$ cat config.mk
export PLATFORM = sky130hd
export DESIGN_NAME = svis_front
export DESIGN_NICKNAME = d
export VERILOG_FILES = /design/src/sv/svis_pkg.sv /design/src/sv/svis_front.sv
export SDC_FILE = /design/constraint.sdc
export NUM_CORES = 1
export LEC_CHECK = 0
export ABC_CLOCK_PERIOD_IN_PS = 18800
export BUFFER_PORTS_ARGS = -buffer_cell sky130_fd_sc_hd__buf_4
export CORE_MARGIN = 3
export CORE_UTILIZATION = 59
export CTS_CLUSTER_DIAMETER = 120
export CTS_CLUSTER_SIZE = 24
export DETAILED_ROUTE_END_ITERATION = 10
export GPL_ROUTABILITY_DRIVEN = 0
export GPL_TIMING_DRIVEN = 0
export PLACE_DENSITY = 0.82
export SLEW_MARGIN = 30
export SYNTH_ARGS = -nofsm -noshare
export SYNTH_HDL_FRONTEND = slang
export SYNTH_SLANG_ARGS = --single-unit
$ cat constraint.sdc
create_clock -name clk -period 18.8 [get_ports clk]
set_input_delay 2.82 -clock clk [delete_from_list [all_inputs] [get_ports clk]]
set_output_delay 2.82 -clock clk [all_outputs]
set_load 0.01 [all_outputs]
$ cat src/sv/svis_pkg.sv
// svis_pkg: item types, configuration bundle and fixed constants
// for the SPH viscosity accumulator. No dependencies.
package svis_pkg;

    localparam int NUM_CFG = 4;
    localparam int CFG_IDX_W = 2;

    localparam logic [CFG_IDX_W-1:0] CFG_MASS   = 2'd0;
    localparam logic [CFG_IDX_W-1:0] CFG_RADIUS = 2'd1;
    localparam logic [CFG_IDX_W-1:0] CFG_GAIN   = 2'd2;
    localparam logic [CFG_IDX_W-1:0] CFG_COEFF  = 2'd3;

    localparam logic [30:0] MAX31 = 31'h7FFF_FFFF;

    typedef struct packed {
        logic signed [31:0] rel_x;
        logic signed [31:0] rel_y;
        logic signed [31:0] rel_z;
        logic signed [31:0] dvel_x;
        logic signed [31:0] dvel_y;
        logic signed [31:0] dvel_z;
        logic [30:0]        density_nb;
        logic [30:0]        density_self;
        logic               last_pair;
    } in_item_t;

    typedef struct packed {
        logic signed [31:0] acc_x;
        logic signed [31:0] acc_y;
        logic signed [31:0] acc_z;
        logic               saturated;
    } out_item_t;

    typedef struct packed {
        logic [30:0] mass;
        logic [30:0] radius;
        logic [30:0] gain;
        logic [30:0] coeff;
    } cfg_t;

    // one pair after the front end: magnitudes and signs split out
    typedef struct packed {
        logic [2:0][31:0] rmag;
        logic [2:0][31:0] vmag;
        logic [2:0]       vneg;
        logic [30:0]      rho_n;
        logic [30:0]      rho_s;
        logic             last;
    } q_entry_t;

endpackage

$ cat src/sv/svis_front.sv
// svis_front: accepts pair items, splits magnitude and sign, and queues
// them two deep for the back end. Depends on svis_pkg.
module svis_front import svis_pkg::*;
(
    input  logic      clk,
    input  logic      rst_n,
    input  logic      in_valid,
    output logic      in_stall,
    input  in_item_t  in_data,
    input  logic      pop,
    output logic      q_valid,
    output q_entry_t  q_head
);

    q_entry_t   mem_reg [2];
    logic       wptr_reg, wptr_next;
    logic       rptr_reg, rptr_next;
    logic [1:0] cnt_reg, cnt_next;
    logic       push;
    q_entry_t   ent;

    function automatic logic [31:0] mag32(input logic [31:0] raw);
        mag32 = raw[31] ? 32'(-raw) : raw;
    endfunction

    always_comb
    begin
        ent.rmag[0] = mag32(in_data.rel_x);
        ent.rmag[1] = mag32(in_data.rel_y);
        ent.rmag[2] = mag32(in_data.rel_z);
        ent.vmag[0] = mag32(in_data.dvel_x);
        ent.vmag[1] = mag32(in_data.dvel_y);
        ent.vmag[2] = mag32(in_data.dvel_z);
        ent.vneg    = {in_data.dvel_z[31], in_data.dvel_y[31], in_data.dvel_x[31]};
        ent.rho_n   = in_data.density_nb;
        ent.rho_s   = in_data.density_self;
        ent.last    = in_data.last_pair;
    end

    assign in_stall = (cnt_reg == 2'd2);
    assign push     = in_valid && !in_stall;
    assign q_valid  = (cnt_reg != 2'd0);
    assign q_head   = mem_reg[rptr_reg];

    always_comb
    begin
        wptr_next = push ? ~wptr_reg : wptr_reg;
        rptr_next = pop ? ~rptr_reg : rptr_reg;
        cnt_next  = 2'(cnt_reg + {1'b0, push} - {1'b0, pop});
    end

    always_ff @(posedge clk or negedge rst_n)
    begin
        if (!rst_n)
        begin
            wptr_reg <= 1'b0;
            rptr_reg <= 1'b0;
            cnt_reg  <= 2'd0;
        end
        else
        begin
            wptr_reg <= wptr_next;
            rptr_reg <= rptr_next;
            cnt_reg  <= cnt_next;
        end
    end

    always_ff @(posedge clk)
    begin
        if (push)
        begin
            mem_reg[wptr_reg] <= ent;
        end
    end

endmodule

==> metrics.csv <==
metric;value;unit
core footprint;37900;um2
Mapped Area;22900;um2
share of layout cells above drive strength 1;43.1;%
Unique masters post-synth;38;
vias in the first global route;14800;
CTS clock-pin slew for the worst setup and hold paths;0.09;ns
CTS tree;yes;
Max-slew headroom;34.6;%
Hold Buf Count CTS;0;
share of the synthesized area in the top cell type;67.8;%
Hold Path End;cnt_reg[0]$_DFF_PN0_;
wire length per cell;23.0;um
maximum VDD drop;99.6;uV
Die Y;203;um
setup-violating endpoint count in the final report;0;
CP startpoint;rptr_reg$_DFFE_PN0P_;
commonest non-fill, non-tap cells in the layout;buf_4 (517), edfxtp_1 (516), mux2_2 (258);
post-cts resize count;0;
first-pass GRT wire length;86.0;mm
power per standard cell area;130;nW/um2
R2R setup slack;16.56;ns
Post-Route WL;57.5;mm
grt ovf;0;
TritonRoute pass-1 iters;5;
post-CTS setup buffers;0;
Starting DRT DRC Count;1011;
DP HPWL;43.7;mm
gr usage total;27.0;%
Worst R2R Path Depth;6;
CTS buffer count;25;
Worst Tran Pin Value;0.968;ns
largest net degree at the start of global routing;44;
Yosys warning total;0;
RR Endpoint;mem_reg[0][209]$_DFFE_PP_;
Min Hold Slack;0.526;ns
CP Launch Type;flip-flop;
via/cell ratio;5.80;
Fillers;2325;
DRC violations left;0;
worst-path maximum fanout;10;
fin crit period;6.05;ns
commonest non-fill, non-tap cell in the layout;buf_4;
Mapped Cells;1409;
Avg Synthesized Cell Area;16.2;um2
nets;2240;
area leader, netlist;edfxtp_1;
max reg flops;516;
hold depth;1;
Placed Instances;2457;
I/O Pins;519;
WP data arrival;3.23;ns
clock sinks;520;
Max-Cap Viols;0;
Die Width;203;um
HP Class;flip-flop to flip-flop;
Worst Skew;0.0115;ns
FMAX;0.165;GHz
FF+latch count, synth;520;
CTS max path bufs;3;
WP data required;15.98;ns
register area share after synthesis;68.2;%
initial antenna violation count;8;
top post-synthesis cells by area;edfxtp_1 (68%), mux2_2 (13%), xnor2_1 (6.7%);
Root Buffer;clkbuf_16;
Net Count, Synth;1676;
Rows;71;
Final period util;32.2;%
status;completed;
clk_lat worst skew;0.57;ns
synth-to-layout area growth;24.9;%
ANT nets after route;0;
IO buf count;517;
classification of the worst setup path;flip-flop to output pin;
RSZ-0062 raised after global routing;false;
Initial Util;60.2;%
area of the die;41100;um2
Min-Delay Startpoint;cnt_reg[0]$_DFF_PN0_;
routed via count;14500;
Fin. Hold Viols;0;
# H-tree levels;1;
Slew Viols, Final;0;
crit path capture type;output pin;
Final Non-Filler Cells;2496;
worst r2r src;cnt_reg[1]$_DFF_PN0_;
leak pwr;0.00998;uW
-- worst max-delay path, cell delays in order, from the launching register on --
cell,delay (ns)
dfrtp_1,0.33
clkbuf_1,0.44
clkbuf_1,0.69
clkbuf_1,0.62
mux2_2,0.42
buf_4,0.16
-- per-stage QoR --
step                util (%)  setup WS, ns  setup TNS (ns)  area [um2]  power, uW
finish                  75.2         12.75               0       28500       3720
global route            75.2         12.60               0       28500       3880
CTS                     75.2         12.63               0       28500       3740
detailed placement      73.5         13.25               0       27900       3170
global placement        72.2         -1.75         -446.99       27400       3220
floorplan                  -          4.32               0       22900       2500
-- kinds of logic after synthesis --
logic type	share of synthesized area (%)
flip-flops	68.2
multiplexers	12.7
AND/OR/NAND/NOR	5.30
XOR/XNOR	6.82
AO/OA/AOI/OAI	5.14
buffers and inverters	1.34
adder cells (fa/ha/maj)	0.438
-- layer usage --
| layer | global-route usage (%) | share of wire [%] | wire (um) | vias to the layer above |
|---|---|---|---|---|
| li1 | - | - | - | 6602 |
| met1 | 33.1 | 36 | 20800 | 7160 |
| met2 | 46.5 | 51 | 29000 | 583 |
| met3 | 7.41 | 9.6 | 5500 | 114 |
| met4 | 9.40 | 3.6 | 2060 | 8 |
| met5 | 0 | 0.099 | 57 | - |
-- cell type report --
class | instances | area [um2] | share of cell area (%)
clock inverters | 1 | 8.76 | 0.0307
diodes | 4 | 10.0 | 0.0351
repair buffers | 537 | 4360 | 15.3
plain buffers | 59 | 238 | 0.833
clock buffers | 34 | 659 | 2.31
inverters | 18 | 67.6 | 0.237
well taps | 511 | 639 | 2.24
flip-flops and latches | 520 | 15600 | 54.6
multi-input cells | 812 | 6960 | 24.4
-- worst max-delay path by stage --
stage               slack, ns                   endpoint  depth (start not counted)
finish                  12.75                q_head[189]                          5
global route            12.60                q_head[189]                          5
CTS                     12.63                q_head[189]                          5
detailed placement      13.25                q_head[189]                          5
global placement        -1.75  mem_reg[0][202]$_DFFE_PP_                          3
floorplan                4.32    mem_reg[0][0]$_DFFE_PP_                          2
-- cell usage after synthesis, drive strengths merged --
master / count
edfxtp: 516
mux2: 258
xnor2: 175
o31ai: 58
nand2: 57
clkbuf: 53
o41ai: 47
o21ai: 45
or3: 25
nor4: 24
nor2: 23
nand2b: 19
inv: 18
or4: 13
nor3: 12
nand4: 10
nand3: 9
ha: 8
or2: 7
buf: 6
nand4b: 6
dfrtp: 4
nand3b: 3
or4b: 3
xor2: 3
a31oi: 2
nor4b: 2
and3: 1
nand4bb: 1
nor4bb: 1
-- power breakdown --
| part | internal, uW | total (uW) | switching, uW |
|---|---|---|---|
| Clock | 246 | 581 | 334 |
| Sequential | 1600 | 1650 | 55.5 |
| Combinational | 722 | 1480 | 760 |
| Total | 2570 | 3720 | 1150 |
(Power assumes the default switching activity.)
